**config.mk**
```make
export PLATFORM = sky130hd
export DESIGN_NAME = char_lcd_nibble_sequencer_top
export DESIGN_NICKNAME = d
export VERILOG_FILES = /design/src/rtl/core/clns_pkg.sv /design/src/rtl/core/clns_ctrl.sv /design/src/rtl/core/clns_dp.sv /design/src/rtl/core/char_lcd_nibble_sequencer_top.sv
export SDC_FILE = /design/constraint.sdc
export NUM_CORES = 1
export LEC_CHECK = 0
export ABC_AREA = 0
export BUFFER_PORTS_ARGS = -buffer_cell sky130_fd_sc_hd__buf_2
export CORE_ASPECT_RATIO = 1.75
export CORE_MARGIN = 1.5
export CORE_UTILIZATION = 63
export CTS_CLUSTER_SIZE = 14
export DETAILED_ROUTE_END_ITERATION = 8
export GPL_ROUTABILITY_DRIVEN = 0
export PLACE_DENSITY = 0.85
export SYNTH_ARGS = -nofsm -noshare
export SYNTH_HDL_FRONTEND = slang
export SYNTH_HIERARCHICAL = 1
export SYNTH_SLANG_ARGS = --single-unit
export TNS_END_PERCENT = 50
```
**constraint.sdc**
```tcl
create_clock -name clk -period 5.23 [get_ports clk]
set_clock_uncertainty 0.2 [all_clocks]
set_input_delay 1.046 -clock clk [delete_from_list [all_inputs] [get_ports clk]]
set_output_delay 1.046 -clock clk [all_outputs]
set_load 0.02 [all_outputs]
```
**src/rtl/core/clns_pkg.sv**
```systemverilog
// shared types, codes and step table for the character lcd nibble sequencer
`default_nettype none

package clns_pkg;

    // request codes
    localparam logic [1:0] FUNC_WRITE = 2'd0;
    localparam logic [1:0] FUNC_INIT  = 2'd1;
    localparam logic [1:0] FUNC_CLEAR = 2'd2;

    // configuration register indexes
    localparam logic [2:0] CFG_POWER_UP_WAIT      = 3'd0;
    localparam logic [2:0] CFG_LONG_SETTLE_WAIT   = 3'd1;
    localparam logic [2:0] CFG_NIBBLE_SETTLE_WAIT = 3'd2;
    localparam logic [2:0] CFG_CLEAR_WAIT         = 3'd3;
    localparam logic [2:0] CFG_ENABLE_PULSE_WIDTH = 3'd4;
    localparam logic [2:0] CFG_MIRROR_PINS        = 3'd5;

    localparam int CfgDataW = 16;

    // reset values of the configuration registers
    localparam logic [15:0] RST_POWER_UP_WAIT      = 16'd30000;
    localparam logic [15:0] RST_LONG_SETTLE_WAIT   = 16'd4100;
    localparam logic [15:0] RST_NIBBLE_SETTLE_WAIT = 16'd100;
    localparam logic [15:0] RST_CLEAR_WAIT         = 16'd3000;
    localparam logic [7:0]  RST_ENABLE_PULSE_WIDTH = 8'd1;
    localparam logic        RST_MIRROR_PINS        = 1'b1;

    // step table layout
    localparam int PcW = 6;
    localparam logic [PcW-1:0] PC_WRITE = 6'd0;
    localparam logic [PcW-1:0] PC_INIT  = 6'd4;
    localparam logic [PcW-1:0] PC_CLEAR = 6'd34;

    typedef struct packed {
        logic [1:0] func;
        logic       register_select;
        logic [7:0] data_byte;
    } req_t;

    typedef struct packed {
        logic        rs_level;
        logic [3:0]  port_bits;
        logic        enable_level;
        logic [15:0] wait_us;
        logic        last;
    } result_t;

    typedef enum logic [1:0] {
        NIB_CONST,
        NIB_HIGH,
        NIB_LOW
    } nib_src_t;

    typedef enum logic [2:0] {
        WAIT_POWER,
        WAIT_LONG,
        WAIT_SETTLE,
        WAIT_CLEAR,
        WAIT_PULSE
    } wait_sel_t;

    typedef struct packed {
        nib_src_t   src;
        logic [3:0] nib;
        logic       en;
        wait_sel_t  wsel;
        logic       last;
    } step_t;

    typedef enum logic {
        ST_IDLE,
        ST_RUN
    } ctrl_state_t;

    // controller to datapath
    typedef struct packed {
        logic  load;
        logic  emit;
        step_t step;
    } dp_cmd_t;

    function automatic step_t mk_step(nib_src_t src, logic [3:0] nib, logic en,
                                      wait_sel_t wsel, logic last);
        step_t s;
        s.src  = src;
        s.nib  = nib;
        s.en   = en;
        s.wsel = wsel;
        s.last = last;
        return s;
    endfunction

    // enable-high half of a nibble
    function automatic step_t pulse(nib_src_t src, logic [3:0] nib);
        return mk_step(src, nib, 1'b1, WAIT_PULSE, 1'b0);
    endfunction

    // enable-low half of a nibble, also used for holds
    function automatic step_t low(nib_src_t src, logic [3:0] nib, wait_sel_t wsel,
                                  logic last);
        return mk_step(src, nib, 1'b0, wsel, last);
    endfunction

    // one entry per result; write at 0, init at 4, clear at 34
    function automatic step_t step_rom(logic [PcW-1:0] pc);
        step_t s;
        unique case (pc)
            // byte write
            6'd0:    s = pulse(NIB_HIGH, 4'h0);
            6'd1:    s = low(NIB_HIGH, 4'h0, WAIT_SETTLE, 1'b0);
            6'd2:    s = pulse(NIB_LOW, 4'h0);
            6'd3:    s = low(NIB_LOW, 4'h0, WAIT_SETTLE, 1'b1);
            // init: power-on hold
            6'd4:    s = low(NIB_CONST, 4'h0, WAIT_POWER, 1'b0);
            // function set nibbles
            6'd5:    s = pulse(NIB_CONST, 4'h3);
            6'd6:    s = low(NIB_CONST, 4'h3, WAIT_LONG, 1'b0);
            6'd7:    s = pulse(NIB_CONST, 4'h3);
            6'd8:    s = low(NIB_CONST, 4'h3, WAIT_SETTLE, 1'b0);
            6'd9:    s = pulse(NIB_CONST, 4'h3);
            6'd10:   s = low(NIB_CONST, 4'h3, WAIT_SETTLE, 1'b0);
            // switch to 4-bit mode
            6'd11:   s = pulse(NIB_CONST, 4'h2);
            6'd12:   s = low(NIB_CONST, 4'h2, WAIT_SETTLE, 1'b0);
            // 0x28 function set
            6'd13:   s = pulse(NIB_CONST, 4'h2);
            6'd14:   s = low(NIB_CONST, 4'h2, WAIT_SETTLE, 1'b0);
            6'd15:   s = pulse(NIB_CONST, 4'h8);
            6'd16:   s = low(NIB_CONST, 4'h8, WAIT_SETTLE, 1'b0);
            // 0x08 display off
            6'd17:   s = pulse(NIB_CONST, 4'h0);
            6'd18:   s = low(NIB_CONST, 4'h0, WAIT_SETTLE, 1'b0);
            6'd19:   s = pulse(NIB_CONST, 4'h8);
            6'd20:   s = low(NIB_CONST, 4'h8, WAIT_SETTLE, 1'b0);
            // 0x01 clear
            6'd21:   s = pulse(NIB_CONST, 4'h0);
            6'd22:   s = low(NIB_CONST, 4'h0, WAIT_SETTLE, 1'b0);
            6'd23:   s = pulse(NIB_CONST, 4'h1);
            6'd24:   s = low(NIB_CONST, 4'h1, WAIT_SETTLE, 1'b0);
            6'd25:   s = low(NIB_CONST, 4'h1, WAIT_CLEAR, 1'b0);
            // 0x06 entry mode
            6'd26:   s = pulse(NIB_CONST, 4'h0);
            6'd27:   s = low(NIB_CONST, 4'h0, WAIT_SETTLE, 1'b0);
            6'd28:   s = pulse(NIB_CONST, 4'h6);
            6'd29:   s = low(NIB_CONST, 4'h6, WAIT_SETTLE, 1'b0);
            // 0x0f display on
            6'd30:   s = pulse(NIB_CONST, 4'h0);
            6'd31:   s = low(NIB_CONST, 4'h0, WAIT_SETTLE, 1'b0);
            6'd32:   s = pulse(NIB_CONST, 4'hF);
            6'd33:   s = low(NIB_CONST, 4'hF, WAIT_SETTLE, 1'b1);
            // clear sequence: 0x06 entry mode and hold
            6'd34:   s = pulse(NIB_CONST, 4'h0);
            6'd35:   s = low(NIB_CONST, 4'h0, WAIT_SETTLE, 1'b0);
            6'd36:   s = pulse(NIB_CONST, 4'h6);
            6'd37:   s = low(NIB_CONST, 4'h6, WAIT_SETTLE, 1'b0);
            6'd38:   s = low(NIB_CONST, 4'h6, WAIT_SETTLE, 1'b0);
            // 0x0f display on
            6'd39:   s = pulse(NIB_CONST, 4'h0);
            6'd40:   s = low(NIB_CONST, 4'h0, WAIT_SETTLE, 1'b0);
            6'd41:   s = pulse(NIB_CONST, 4'hF);
            6'd42:   s = low(NIB_CONST, 4'hF, WAIT_SETTLE, 1'b0);
            // 0x01 clear and hold
            6'd43:   s = pulse(NIB_CONST, 4'h0);
            6'd44:   s = low(NIB_CONST, 4'h0, WAIT_SETTLE, 1'b0);
            6'd45:   s = pulse(NIB_CONST, 4'h1);
            6'd46:   s = low(NIB_CONST, 4'h1, WAIT_SETTLE, 1'b0);
            6'd47:   s = low(NIB_CONST, 4'h1, WAIT_CLEAR, 1'b1);
            default: s = low(NIB_CONST, 4'h0, WAIT_SETTLE, 1'b1);
        endcase
        return s;
    endfunction

endpackage

`default_nettype wire

```
**src/rtl/core/clns_ctrl.sv**
```systemverilog
// controller: walks the step table for one request at a time
`default_nettype none

module clns_ctrl
    import clns_pkg::*;
(
    input  wire logic    clk,
    input  wire logic    rst_n,
    input  wire logic    start,
    input  wire logic [1:0] func,
    output logic         busy,
    output dp_cmd_t      cmd
);

    ctrl_state_t state_reg, state_next;
    logic [PcW-1:0] pc_reg, pc_next;
    logic  accept;
    step_t cur_step;

    assign accept   = start && (state_reg == ST_IDLE);
    assign cur_step = step_rom(pc_reg);

    // next state
    always_comb
    begin
        state_next = state_reg;
        pc_next    = pc_reg;
        unique case (state_reg)
            ST_IDLE:
            begin
                if (accept)
                begin
                    priority case (func)
                        FUNC_WRITE:
                        begin
                            state_next = ST_RUN;
                            pc_next    = PC_WRITE;
                        end
                        FUNC_INIT:
                        begin
                            state_next = ST_RUN;
                            pc_next    = PC_INIT;
                        end
                        FUNC_CLEAR:
                        begin
                            state_next = ST_RUN;
                            pc_next    = PC_CLEAR;
                        end
                        default: state_next = ST_IDLE;
                    endcase
                end
            end
            ST_RUN:
            begin
                if (cur_step.last)
                    state_next = ST_IDLE;
                else
                    pc_next = pc_reg + 1'b1;
            end
            default: state_next = ST_IDLE;
        endcase
    end

    // outputs
    always_comb
    begin
        cmd.load = accept;
        cmd.emit = 1'b0;
        cmd.step = cur_step;
        busy     = 1'b0;
        unique case (state_reg)
            ST_IDLE: ;
            ST_RUN:
            begin
                cmd.emit = 1'b1;
                busy     = 1'b1;
            end
            default: ;
        endcase
    end

    always_ff @(posedge clk or negedge rst_n)
    begin
        if (!rst_n)
        begin
            state_reg <= ST_IDLE;
            pc_reg    <= '0;
        end
        else
        begin
            state_reg <= state_next;
            pc_reg    <= pc_next;
        end
    end

endmodule

`default_nettype wire

```
**src/rtl/core/clns_dp.sv**
```systemverilog
// datapath: config registers, request capture and result register
`default_nettype none

module clns_dp
    import clns_pkg::*;
(
    input  wire logic                clk,
    input  wire logic                rst_n,
    input  wire logic                cfg_we,
    input  wire logic [2:0]          cfg_index,
    input  wire logic [CfgDataW-1:0] cfg_wdata,
    input  wire logic                req_rs,
    input  wire logic [7:0]          req_data,
    input  wire dp_cmd_t             cmd,
    output logic                     result_valid,
    output result_t                  result
);

    logic [15:0] power_up_wait_reg;
    logic [15:0] long_settle_wait_reg;
    logic [15:0] nibble_settle_wait_reg;
    logic [15:0] clear_wait_reg;
    logic [7:0]  enable_pulse_width_reg;
    logic        mirror_pins_reg;

    logic        rs_reg;
    logic [7:0]  data_reg;
    logic        valid_reg;
    result_t     result_reg;

    logic [3:0]  nib;
    logic [3:0]  port;
    logic [15:0] wait_val;
    result_t     result_next;

    always_ff @(posedge clk or negedge rst_n)
    begin
        if (!rst_n)
        begin
            power_up_wait_reg      <= RST_POWER_UP_WAIT;
            long_settle_wait_reg   <= RST_LONG_SETTLE_WAIT;
            nibble_settle_wait_reg <= RST_NIBBLE_SETTLE_WAIT;
            clear_wait_reg         <= RST_CLEAR_WAIT;
            enable_pulse_width_reg <= RST_ENABLE_PULSE_WIDTH;
            mirror_pins_reg        <= RST_MIRROR_PINS;
        end
        else if (cfg_we)
        begin
            priority case (cfg_index)
                CFG_POWER_UP_WAIT:      power_up_wait_reg      <= cfg_wdata;
                CFG_LONG_SETTLE_WAIT:   long_settle_wait_reg   <= cfg_wdata;
                CFG_NIBBLE_SETTLE_WAIT: nibble_settle_wait_reg <= cfg_wdata;
                CFG_CLEAR_WAIT:         clear_wait_reg         <= cfg_wdata;
                CFG_ENABLE_PULSE_WIDTH: enable_pulse_width_reg <= cfg_wdata[7:0];
                CFG_MIRROR_PINS:        mirror_pins_reg        <= cfg_wdata[0];
                default: ;
            endcase
        end
    end

    always_ff @(posedge clk)
    begin
        if (cmd.load)
        begin
            rs_reg   <= req_rs;
            data_reg <= req_data;
        end
    end

    always_comb
    begin
        unique case (cmd.step.src)
            NIB_HIGH:  nib = data_reg[7:4];
            NIB_LOW:   nib = data_reg[3:0];
            NIB_CONST: nib = cmd.step.nib;
            default:   nib = cmd.step.nib;
        endcase

        port = mirror_pins_reg ? {nib[0], nib[1], nib[2], nib[3]} : nib;

        unique case (cmd.step.wsel)
            WAIT_POWER:  wait_val = power_up_wait_reg;
            WAIT_LONG:   wait_val = long_settle_wait_reg;
            WAIT_SETTLE: wait_val = nibble_settle_wait_reg;
            WAIT_CLEAR:  wait_val = clear_wait_reg;
            WAIT_PULSE:  wait_val = {8'd0, enable_pulse_width_reg};
            default:     wait_val = nibble_settle_wait_reg;
        endcase

        // only byte writes drive rs from the request
        result_next.rs_level     = (cmd.step.src == NIB_CONST) ? 1'b0 : rs_reg;
        result_next.port_bits    = port;
        result_next.enable_level = cmd.step.en;
        result_next.wait_us      = wait_val;
        result_next.last         = cmd.step.last;
    end

    always_ff @(posedge clk or negedge rst_n)
    begin
        if (!rst_n)
            valid_reg <= 1'b0;
        else
            valid_reg <= cmd.emit;
    end

    always_ff @(posedge clk)
    begin
        if (cmd.emit)
            result_reg <= result_next;
    end

    assign result_valid = valid_reg;
    assign result       = result_reg;

endmodule

`default_nettype wire

```
**src/rtl/core/char_lcd_nibble_sequencer_top.sv**
```systemverilog
// top level of the character lcd 4-bit nibble sequencer
`default_nettype none

// Turns each request into a list of pin states for a character LCD on a
// 4-bit bus: a byte write gives 4 results, init gives 30 and clear gives 14;
// func 3 gives none. A request is taken when start is high and busy is low.
// Results come out one per clock cycle, the first once the request has
// passed the controller state register and the result register, each shown
// for exactly one cycle with result_valid high; the receiver cannot stall,
// so it must take every result as it comes. busy stays high while the
// controller walks the request's entries (4, 30 or 14), one step table
// entry per cycle. A new request may be taken in the cycle the last result
// is shown. wait_us is a hold time for the downstream pin driver; the block
// itself does not wait it out. The user must write configuration registers
// through cfg_we/cfg_index/cfg_wdata only while busy is low; the block does
// not enforce this. An index past the list is ignored.
module char_lcd_nibble_sequencer_top
    import clns_pkg::*;
(
    input  wire logic                clk,
    input  wire logic                rst_n,
    // request transfer
    input  wire logic                start,
    output logic                     busy,
    input  wire req_t                req,
    // result transfer
    output logic                     result_valid,
    output result_t                  result,
    // configuration writes
    input  wire logic                cfg_we,
    input  wire logic [2:0]          cfg_index,
    input  wire logic [CfgDataW-1:0] cfg_wdata
);

    dp_cmd_t cmd;

    // sequencing: state and step pointer
    clns_ctrl u_ctrl (
        .clk   (clk),
        .rst_n (rst_n),
        .start (start),
        .func  (req.func),
        .busy  (busy),
        .cmd   (cmd)
    );

    // config, nibble select, mirroring and the result register
    clns_dp u_dp (
        .clk          (clk),
        .rst_n        (rst_n),
        .cfg_we       (cfg_we),
        .cfg_index    (cfg_index),
        .cfg_wdata    (cfg_wdata),
        .req_rs       (req.register_select),
        .req_data     (req.data_byte),
        .cmd          (cmd),
        .result_valid (result_valid),
        .result       (result)
    );

endmodule

`default_nettype wire
```
---- After elaboration in Yosys (flattened, before gate mapping) ----
Memory sizes are Yosys's and may differ from the RTL's.
Index checks and enable logic that the tools add are counted.
Widths: inputs -> output; s select.
word-level totals
  memory bits (read-only) ................. 704
  register bits ........................... 113
  memories kept ........................... 1
  output and inout port bits .............. 25
memories
  memory            words  bits a word  read ports  clocked after memory_dff  wr ports  RTL line         RTL
  (name not given)  64     11           1           0                         0         clns_pkg.sv:108  unique case (pc)
operators by class
  muxes and demuxes ....................... 12
  equality and inequality tests ........... 15
  bitwise gates (word level) .............. 1
  reductions and logical operators ........ 13
  $add $sub $neg .......................... 1
operators by type and width
  cell                 number
  $pmux 16 s4          1
  $pmux 6 s3           1
  $mux 6               2
  $pmux 6 s2           1
  $reduce_and 2->1     6
  $eq 3x2->1 const B   3
  $eq 3x3->1 const B   3
  $pmux 4 s2           1
  $add 6x1->6 const B  1
  $eq 3x1->1 const B   2
  $logic_not 3->1      2
  $eq 2x1->1 const B   2
  $eq 2x2->1 const B   2
  $logic_not 2->1      2
  $mux 1               4
  $mux 4               1
  $ne 4x4->1 const B   1
  $reduce_and 3->1     1
  $reduce_or 3->1      1
  $ne 2x1->1 const B   1
  $ne 2x2->1 const B   1
  $pmux 1 s2           1
  $logic_and 1x1->1    1
  $not 1->1            1

---- Depth between registers and ports, before layout ----
Gate-level depths: netlist of run 1.
  depth after elaboration ................. 5
  depth in mapped cells ................... 12
  mapped depth without buffers ............ 9

---- Modules after synthesis ----
Netlist of run 1, hierarchy kept.
by module, submodules not included
  module     area an instance (um2)  cells each  times used
  clns_dp    4707.0                  312         1
  clns_ctrl  929.6                   121         1

---- Worst setup path before layout of run 1 ----
Ideal clock, no wire load.
  path type ............................... reg-to-reg
  start ................................... reg u_ctrl.pc_reg[0]
  end ..................................... reg u_dp.result_reg, in the netlist u_dp/result[12], data pin
  path buffers ............................ 2
  period minus slack after synthesis ...... 3065 ps
  path slack .............................. 2165 ps
  arrival time ............................ 2596 ps
  cell stages (with the launch flop) ...... 12
  cell sequence ........................... dfrtp_1 -> clkbuf_1 -> inv_1 -> ha_1 -> nor2_1 -> a21oi_1 -> a21oi_1 -> a31oi_1 -> buf_1 -> mux2_2 -> a22oi_1 -> o21ai_0
RTL lines
  item                    RTL line         RTL
  start, declared         clns_ctrl.sv:16  logic [PcW-1:0] pc_reg, pc_next;
  start signal, assigned  clns_ctrl.sv:92  pc_reg <= pc_next;
  end signal, assigned    clns_dp.sv:109   result_reg <= result_next;
  end, declared           clns_dp.sv:29    result_t result_reg;

==> results of run 1 <==
## final cells by class
| cell class | instances | area (µm²) | share of cell area (%) |
|---|---|---|---|
| Tap cell | 117 | 146 | 2.25 |
| Inverter | 11 | 41.3 | 0.635 |
| Clock inverter | 4 | 20.0 | 0.308 |
| Multi-Input combinational cell | 277 | 2400 | 37.0 |
| Timing Repair Buffer | 63 | 330 | 5.08 |
| Sequential cell | 113 | 3010 | 46.3 |
| Clock buffer | 28 | 548 | 8.42 |
## power by group through the flow
stage | Sequential, mW | Clock [mW] | Combinational [mW]
2_1_floorplan | 1.52 | 0 | 1.22
3_3_place_gp | 1.49 | 0 | 1.61
3_5_place_dp | 1.51 | 0 | 1.67
4_1_cts | 1.50 | 1.09 | 1.70
5_1_grt | 1.53 | 1.13 | 1.85
6_report | 1.50 | 1.07 | 1.71
## synthesized netlist by cell type, drive strengths merged (2+ instances only)
master	instances	area share, %
a211oi	8	1.3
a21o	2	0.27
a21oi	4	0.36
a221oi	4	0.62
a22oi	18	2.4
a311oi	2	0.31
a31oi	3	0.33
and4bb	2	0.44
buf	24	3.0
clkbuf	8	0.53
dfrtp	60	27
dfstp	21	9.8
edfxtp	32	17
ha	13	2.9
inv	11	0.73
mux2	87	18
mux2i	12	2.1
nand2	13	0.87
nand2b	7	0.78
nand3b	3	0.40
nand4b	2	0.42
nor2	17	1.1
nor2b	9	1.0
nor3	6	0.62
nor4b	2	0.58
o211ai	7	0.93
o21ai	28	2.6
o21bai	2	0.27
o22ai	7	0.78
o32ai	5	0.78
or3	2	0.22
## worst max-delay path by stage
stage / start / endpoint / slack, ps / depth (start not counted)
finish: u_ctrl/pc_reg[0]$_DFFE_PN0P_ / u_dp/result[6]$_DFFE_PP_ / 1590 / 10
global route: u_ctrl/pc_reg[0]$_DFFE_PN0P_ / u_dp/result[6]$_DFFE_PP_ / 1380 / 10
CTS: u_ctrl/pc_reg[0]$_DFFE_PN0P_ / u_dp/result[6]$_DFFE_PP_ / 1630 / 10
detailed placement: u_ctrl/pc_reg[0]$_DFFE_PN0P_ / u_dp/result[6]$_DFFE_PP_ / 1790 / 10
global placement: u_ctrl/pc_reg[0]$_DFFE_PN0P_ / u_dp/result[4]$_DFFE_PP_ / 1960 / 10
floorplan: u_ctrl/pc_reg[0]$_DFFE_PN0P_ / u_dp/result[12]$_DFFE_PP_ / 2170 / 11
## worst max-delay path, delay by kind of cell (launching register included)
family                     cells  cell delay [ps]
buffers and inverters          2              610
adders and majority gates      1              370
DFF                            1              590
AOI/OAI and AO/OA              5             1400
and+or+nand+nor                2              180
## cells in the final DEF, fill, tap and decap left out, types with 5 or more instances in the layout
cell / Yosys / routed
nor2b_1: 9 / 9
a22oi_1: 18 / 18
nor2_1: 17 / 17
dfrtp_1: 60 / 60
a211oi_1: 7 / 7
clkbuf_16: 0 / 18
o22ai_1: 7 / 7
mux2_2: 76 / 76
inv_1: 11 / 11
nand2_1: 13 / 13
edfxtp_1: 32 / 32
ha_1: 13 / 13
o21ai_0: 27 / 27
clkbuf_8: 0 / 6
mux2_4: 10 / 10
dfstp_2: 21 / 21
mux2i_1: 12 / 12
buf_4: 3 / 6
buf_2: 9 / 57
nor3_1: 5 / 5
o211ai_1: 7 / 7
nand2b_1: 7 / 7
## metal layers
layer / vias up / global-route usage [%] / share of wire [%]
li1: 1723 / - / -
met1: 1921 / 31.5 / 36
met2: 161 / 47.6 / 55
met3: 33 / 8.18 / 5.5
met4: 0 / 14.0 / 3.1
met5: - / 0 / 0
## metrics by stage
| step | setup WS, ps | hold slack [ps] | instance area, µm² | instances | util, % |
|---|---|---|---|---|---|
| floorplan | 2170 | 273 | 5640 | 433 | - |
| global placement | 1960 | 282 | 5940 | 581 | 68.5 |
| detailed placement | 1790 | 288 | 5940 | 581 | 68.5 |
| CTS | 1630 | 299 | 6500 | 613 | 75.0 |
| global route | 1380 | 315 | 6500 | 613 | 75.0 |
| finish | 1590 | 297 | 6500 | 613 | 75.0 |
## cell families after synthesis
group / synth area share [%]
AOI/OAI and AO/OA: 11.9
adders and majority gates: 2.89
buffers and inverters: 4.26
DFF: 53.5
muxes: 20.2
and+or+nand+nor: 7.33
==> metrics.csv, run 1 <==
metric,value,unit
count of final setup violators,0,
largest net degree at the start of global routing,82,
startpoint types,register,
Final Hold Viols,0,
post-route ant nets,0,
Tightest Pin Transition,1010,ps
post-DR vias/cell,6.26,
Worst Hold End,u_dp/long_settle_wait_reg[4]$_DFFE_PN0P_,
clock power share,25.1,%
# rows,45,
DIE AREA,9550,µm²
Int Pwr,2.70,mW
Post-Syn Nets,480,
Iter 0 DRT Violations,210,
Detailed Place HPWL,7.82,mm
sequential area share after synthesis,53.5,%
mapped cell area,5640,µm²
CTS Hold Bufs,0,
number of flops mapped to enable cells by yosys,32,
number of global-route vias before repair,3971,
DRC violations left,0,
first drt pass iteration count,5,
PortBufs,58,
CTS root buf,clkbuf_16,
Register-to-Register Path Depth,10,
hold depth,1,
Longest Clk Path Bufs,2,
FMAX,275,MHz
max reg flops,23,
dominant synthesized flop cell,dfrtp_1,
HP Class,reg -> reg,
Starting Density,65.0,%
Yosys reg bits,113,
"Distinct cells, synth",55,
FF-to-FF End,u_dp/result[6]$_DFFE_PP_,
worst-path cell chain,"inv_1, ha_1, nor2_1, a21oi_1, a21oi_1, a31oi_4, buf_4, nor2b_1, a211oi_1, o22ai_1",
Post-synth ARST share,71.7,%
Crit-path slowest cell,a31oi_4,
Synth warnings,6,
initial antenna violation count,0,
Worst R2R Setup Slack,1590,ps
P_leak,2.69,nW
num ports,59,
FILL cells,538,
switching portion of total power,37.0,%
post-CTS setup buffer count,0,
r2r startpoint,u_ctrl/pc_reg[0]$_DFFE_PN0P_,
H-tree level count,4,
Psw,1.59,mW
Worst-Skew Late Latency,410,ps
synthesized area per cell,13.0,µm²
Reg power frac,35.1,%
Num CTS Buffers,17,
setup TNS,0,ps
Gate power share,39.9,%
Resize count post-CTS,0,
cell repeated most along the worst path,a21oi_1,
final worst-path cycle share,69.5,%
Max Cap Viol,0,
WL/cell,20.3,µm
total chip power,4.29,mW
global-route wire length before repair,19.6,mm
outcome,"complete, no violations",
RSZ-0062 raised after global routing,false,
Die H,128,µm
vias,3838,
fraction of layout cells with a size suffix above 1,42.1,%
TritonCTS Sinks,113,
number of diodes,0,
WL final,12.4,mm
Mapped Cells,433,
CP Max Fanout,23,
critical path arrival,3570,ps
worst hold start,u_dp/long_settle_wait_reg[4]$_DFFE_PN0P_,
Core Region,8670,µm²
TritonCTS clock tree,built,
x dimension of the die,74.5,µm
Worst-path clk slew,50,ps
Max IR drop VDD,0.433,mV
total congestion overflow,0,
post-layout min period,3640,ps
Nets,530,
Cell Pwr Density,659,nW/µm²
worst path required time,5170,ps
Slew Limit Fails,0,
area delta synth->final,15.4,%
GRT Total Usage,28.1,%
CP Class,reg -> reg,
Relative slew margins,32.9,%
element type at the critical path end,register,
CP max stage delay,600,ps
Note: power is estimated with default switching activity, not from simulation.
==> run 2, diff against run 1 <==
Settings changed: ABC_AREA 0 to 1, CORE_UTILIZATION 63 to 53, PLACE_DENSITY 0.85 to 0.76.
Clock period 5.23 ns to 3 ns, I/O delays scaled along.
==> metrics.csv, run 2 <==
metric,value,unit,change
fraction of layout cells with a size suffix above 1,21.7,%,-20 points
vias,4871,,+27%
Max IR drop VDD,0.696,mV,+61%
setup TNS,0,ps,unchanged
FMAX,354,MHz,+29%
TritonCTS clock tree,built,,
Detailed Place HPWL,10.3,mm,+32%
total congestion overflow,0,,unchanged
worst path required time,2960,ps,-2210 ps
worst hold start,req[8],,
max reg flops,23,,unchanged
sequential area share after synthesis,53.5,%,about the same
count of final setup violators,0,,unchanged
post-DR vias/cell,5.88,,-6.2%
Synth top cells by count,"181 x nand2_1, 61 x nand3_1, 60 x dfrtp_1",,
met2 routed wirelength,8.18,mm,+20%
first drt pass iteration count,6,,+1
area delta synth->final,18.3,%,
initial antenna violation count,0,,unchanged
Slew Limit Fails,0,,unchanged
"Distinct cells, synth",33,,-40%
most numerous cell in the Yosys netlist,nand2_1,,
startpoint types,register,,
TritonCTS Sinks,113,,unchanged
Tightest Pin Transition,623,ps,-382 ps
GRT Total Usage,28.5,%,+0.36 points
Relative slew margins,58.2,%,+25 points
Iter 0 DRT Violations,389,,+85%
PortBufs,58,,unchanged
post-route ant nets,0,,unchanged
most frequent cells in the layout,"181 x nand2_1, 61 x nand3_1, 60 x dfrtp_1",,
"commonest non-fill, non-tap cell in the layout",nand2_1,,
Synth warnings,6,,unchanged
CP startpoint,u_ctrl/pc_reg[4]$_DFFE_PN0P_,,
cell repeated most along the worst path,nand2_1,,
met1 WL,5.12,mm,+13%
Die H,139,µm,+8.8%
H-tree level count,4,,unchanged
RSZ-0062 raised after global routing,false,,
mapped cell area,5630,µm²,about the same
Max Cap Viol,0,,unchanged
num ports,59,,unchanged
outcome,"complete, no violations",,
synthesized area per cell,8.93,µm²,-31%
Final Hold Viols,0,,unchanged
element type at the critical path end,register,,
cell family with most CP delay,simple AND/OR/NAND/NOR gates,,
Cell Pwr Density,1120,nW/µm²,+70%
CP max stage delay,530,ps,-70 ps
Core Region,10300,µm²,+19%
number of global-route vias before repair,4931,,+24%
Crit-path slowest cell,dfrtp_1,,
CP Class,reg -> reg,,
WL/cell,17.9,µm,-12%
Crit path buffers/inverters,2,,unchanged
# rows,49,,+8.9%
Post-synth ARST share,71.7,%,unchanged
most area-consuming cells after synthesis,"dfrtp_1 27%, edfxtp_1 17%, nand2_1 12%",,
Worst-path clk slew,50,ps,about the same
largest net degree at the start of global routing,44,,-46%
Post-Syn Nets,678,,+41%
top cell type's share of synthesized area,26.6,%,about the same
total chip power,7.48,mW,+74%
Longest Clk Path Bufs,2,,unchanged
global-route wire length before repair,24.2,mm,+23%
WL final,14.8,mm,+19%
worst-path cell chain,"clkinvlp_4, nand2_1, nor4_2, inv_1, ha_1, nand3_1, o211ai_1, nand2_1",,
met3 WL,789,µm,+14%
Num CTS Buffers,17,,unchanged
critical path arrival,2780,ps,-790 ps
final worst-path cycle share,94.2,%,+25 points
CTS root buf,clkbuf_16,,
x dimension of the die,80.9,µm,+8.6%
Mapped Cells,631,,+46%
HP Class,in -> reg,,
r2r startpoint,u_ctrl/pc_reg[4]$_DFFE_PN0P_,,
Yosys reg bits,113,,unchanged
number of flops mapped to enable cells by yosys,32,,unchanged
DIE AREA,11300,µm²,+18%
P_leak,3.18,nW,+18%
post-CTS setup buffer count,0,,unchanged
dominant synthesized flop cell,dfrtp_1,,
DRC violations left,0,,unchanged
Starting Density,54.7,%,-10 points
top sig layer,met4,,
Worst-Skew Late Latency,410,ps,about the same
post-layout min period,2830,ps,-811 ps
Nets,736,,+39%
number of diodes,0,,unchanged
CP Max Fanout,12,,-48%
leading area contributor after synthesis,dfrtp_1,,
[run 2: cell count changes in the layout (fill, tap and decap cells not counted), moves of 27 or more]
| cell | change |
|---|---|
| nand2_1 | +168 |
| inv_1 | +27 |
| o21ai_1 | +28 |
| nand4_1 | +35 |
| mux2_2 | -76 |
| o21ai_0 | +32 |
| nand3_1 | +61 |
[run 2: worst register-to-register path: cells and delay by family (launching register included)]
kind	cells	cell delay (ps)
and+or+nand+nor	4	800
DFF	1	530
adders and majority gates	1	530
buffers and inverters	2	400
AOI/OAI and AO/OA	1	110
[run 2: kinds of logic (layout without fill, tap and decap cells)]
logic type	after synthesis	count (layout)	synth area share, %
and+or+nand+nor	321	321	26.4
buffers and inverters	78	149	7.11
DFF	113	113	53.5
AOI/OAI and AO/OA	106	106	10.1
adders and majority gates	13	13	2.89
[run 2: cell type report]
| cell class | instances | area [µm²] |
|---|---|---|
| clock inverter | 5 | 52.6 |
| clock buffer | 27 | 609 |
| timing repair buffer | 74 | 428 |
| multi-input combinational | 440 | 2230 |
| fill | 824 | 3640 |
| tap | 127 | 159 |
| sequential | 113 | 3010 |
| inverter | 43 | 168 |
[run 2: final timing paths]
| kind | cells after the start | slack, ps | end |
|---|---|---|---|
| min reg2reg | 2 | 270 | u_dp/nibble_settle_wait_reg[5]$_DFFE_PN1P_ |
| max reg2reg | 8 | 170 | u_dp/result[21]$_DFFE_PP_ |
| min in group asynchronous | 2 | 500 | u_dp/long_settle_wait_reg[13]$_DFFE_PN0P_ |
| max in group asynchronous | 3 | 1420 | u_dp/clear_wait_reg[7]$_DFFE_PN1P_ |
| max | 8 | 170 | u_dp/result[21]$_DFFE_PP_ |
| min | 1 | 160 | u_dp/rs_reg$_DFFE_PP_ |
[run 2: report_power, final]
group	total, mW	internal, mW	switching [mW]
Sequential	2.40	2.17	0.228
Combinational	2.93	0.866	2.07
Clock	2.15	1.47	0.675
[run 2: stage by stage]
step	worst slack (ps)	instances	instance area (µm²)	utilization [%]	hold WS (ps)
global placement	178	796	5980	58.1	261
detailed placement	0.548	796	5980	58.1	266
global route	32.0	829	6660	64.7	145
CTS	216	829	6660	64.7	153
finish	174	829	6660	64.7	163
floorplan	481	631	5630	-	104
[run 2: what timing repair did]
action                     4_1_cts  5_1_grt
hold endpoints to repair        26        0
cloned                           0        0
resized for setup                1        1
setup endpoints to repair        1        1
hold buffers                     1        0
[run 2: per-layer routing]
| layer | GRT usage (%) | vias to the layer above |
|---|---|---|
| li1 | - | 2260 |
| met1 | 29.9 | 2343 |
| met2 | 50.7 | 210 |
| met3 | 5.57 | 58 |
| met4 | 16.8 | 0 |
| met5 | 0 | - |
==> run 3, diff against run 2 <==
Settings changed: CORE_UTILIZATION 53 to 50, PLACE_DENSITY 0.76 to 0.72.
==> metrics.csv, run 3 (synthesized netlist as in run 2, its figures left out) <==
metric,value,unit,change
Worst-path clk slew,60,ps,about the same
worst path required time,2960,ps,about the same
hold depth,1,,unchanged
Placed Area,5990,µm²,+0.23%
Register-to-Register Path Depth,12,,+4
cell family with most CP delay,buffers and inverters,,
area delta synth->final,17.1,%,
element type at the critical path end,register,,
setup TNS,0,ps,unchanged
CTS root buf,clkbuf_16,,
"commonest non-fill, non-tap cell in the layout",nand2_1,,
switching portion of total power,41.5,%,+1.9 points
Final Instance Area,6600,µm²,-0.98%
number of diodes,0,,unchanged
most frequent cells in the layout,"181 x nand2_1, 61 x nand3_1, 60 x dfrtp_1",,
vias,4871,,unchanged
Crit. path cell count,12,,+4
post-DR vias/cell,5.83,,-0.72%
register area,3010,µm²,unchanged
GRT Total Usage,26.8,%,-1.7 points
Cell Pwr Density,1100,nW/µm²,-2.0%
total chip power,7.26,mW,-3.0%
WL/cell,18.1,µm,+1.1%
PortBufs,58,,unchanged
post-route ant nets,0,,unchanged
Tightest Pin Transition,651,ps,+27.9 ps
critical path arrival,2750,ps,-30 ps
Iter 0 DRT Violations,395,,+1.5%
Detailed Place HPWL,10.5,mm,+2.3%
fraction of layout cells with a size suffix above 1,21.8,%,+0.11 points
first drt pass iteration count,6,,unchanged
Starting Density,51.0,%,-3.7 points
met1 WL,5.33,mm,+4.2%
x dimension of the die,83.2,µm,+2.8%
largest net degree at the start of global routing,71,,+61%
clock power share,26.7,%,-2.0 points
num ports,59,,unchanged
Crit path buffers/inverters,3,,+1
cell repeated most along the worst path,nand2_1,,
TritonCTS clock tree,built,,
Reg power frac,33.2,%,+1.1 points
FILL cells,930,,+13%
post-layout min period,2790,ps,-34.9 ps
# rows,51,,+4.1%
met2 routed wirelength,8.34,mm,+1.9%
Final Hold Viols,0,,unchanged
post-CTS setup buffer count,0,,unchanged
global-route wire length before repair,24.3,mm,+0.77%
Nets,737,,+0.14%
Core Region,11000,µm²,+7.2%
WL final,15.1,mm,+1.8%
outcome,"complete, no violations",,
DIE AREA,11900,µm²,+5.8%
CP Max Fanout,18,,+6
initial antenna violation count,0,,unchanged
Longest Clk Path Bufs,2,,unchanged
Max IR drop VDD,0.648,mV,-6.9%
CP max stage delay,480,ps,-50 ps
startpoint types,register,,
final worst-path cycle share,93.0,%,-1.2 points
count of final setup violators,0,,unchanged
Slew Limit Fails,0,,unchanged
Psw,3.02,mW,+1.6%
TritonCTS Sinks,113,,unchanged
Worst-Skew Late Latency,410,ps,about the same
total congestion overflow,0,,unchanged
DRC violations left,0,,unchanged
max reg flops,23,,unchanged
Gate power share,40.1,%,+0.9 points
CP Class,reg -> reg,,
Num CTS Buffers,17,,unchanged
P_leak,3.14,nW,-1.2%
worst-path cell chain,"inv_1, ha_1, o211ai_1, nand3_1, nand2_1, nand3_1, buf_4, inv_1, nand4_1, nand2_1, nor2_1, nand2_1",,
top sig layer,met4,,
Relative slew margins,56.4,%,-1.7 points
Die H,143,µm,+2.9%
FMAX,358,MHz,+1.3%
met3 WL,778,µm,-1.4%
Int Pwr,4.24,mW,-6.0%
Crit-path slowest cell,dfrtp_1,,
Max Cap Viol,0,,unchanged
H-tree level count,4,,unchanged
HP Class,in -> reg,,
Min Hold Slack,169,ps,+5.82 ps
number of global-route vias before repair,4939,,+0.16%
multi-input logic area,2240,µm²,+0.22%
run 3: changes by cell type in the layout (fill, tap and decap cells not counted), moves of 2 or more:
| cell | previous run | this run |
|---|---|---|
| clkinv_4 | 0 | 4 |
| clkbuf_8 | 4 | 2 |
| clkinv_2 | 3 | 1 |
| inv_6 | 0 | 4 |
| inv_4 | 1 | 3 |
| clkbuf_16 | 22 | 17 |
run 3: metrics by stage:
step,worst slack [ps],std cells,utilization [%]
detailed placement,280,802,54.3
floorplan,481,631,-
global placement,367,802,54.3
CTS,240,835,59.6
global route,-0.143,835,59.8
finish,209,835,59.8
run 3: timing repair:
| item | 4_1_cts | 5_1_grt |
|---|---|---|
| endpoints found under the setup margin | 0 | 4 |
| resized for setup | 0 | 4 |
| endpoints found under the hold margin | 6 | 0 |
| hold buffers | 1 | 0 |
run 3: area by class of cell:
type	instances	area share, %
flip-flops and latches	113	45.7
multi-input cells	440	33.9
clock buffers	19	6.87
repair buffers	75	6.60
inverters	43	2.52
well taps	132	2.50
clock inverters	13	1.92
run 3: final timing paths:
kind / endpoint / slack (ps) / startpoint
setup / recovery: u_dp/result[6]$_DFFE_PP_ / 210 / u_ctrl/pc_reg[1]$_DFFE_PN0P_
hold / removal: u_dp/data_reg[4]$_DFFE_PP_ / 170 / req[4]
setup reg to reg: u_dp/result[6]$_DFFE_PP_ / 210 / u_ctrl/pc_reg[1]$_DFFE_PN0P_
hold reg to reg: u_dp/clear_wait_reg[11]$_DFFE_PN1P_ / 280 / u_dp/clear_wait_reg[11]$_DFFE_PN1P_
max in group asynchronous: u_dp/mirror_pins_reg$_DFFE_PN1P_ / 1570 / rst_n
min in group asynchronous: u_dp/long_settle_wait_reg[13]$_DFFE_PN0P_ / 370 / rst_n
run 3: power by group through the flow:
stage | clock network, mW | registers [mW] | logic (mW)
floorplan | 0 | 2.59 | 1.85
global placement | 0 | 2.42 | 2.74
detailed placement | 0 | 2.43 | 2.83
CTS | 1.96 | 2.40 | 2.84
global route | 2.03 | 2.45 | 3.20
finish | 1.94 | 2.41 | 2.91
run 3: routing by layer:
metal / track usage [%] / vias to the layer above
met5: 0 / -
met4: 16.9 / 0
met3: 5.51 / 51
met2: 49.7 / 216
met1: 27.1 / 2348
li1: - / 2256
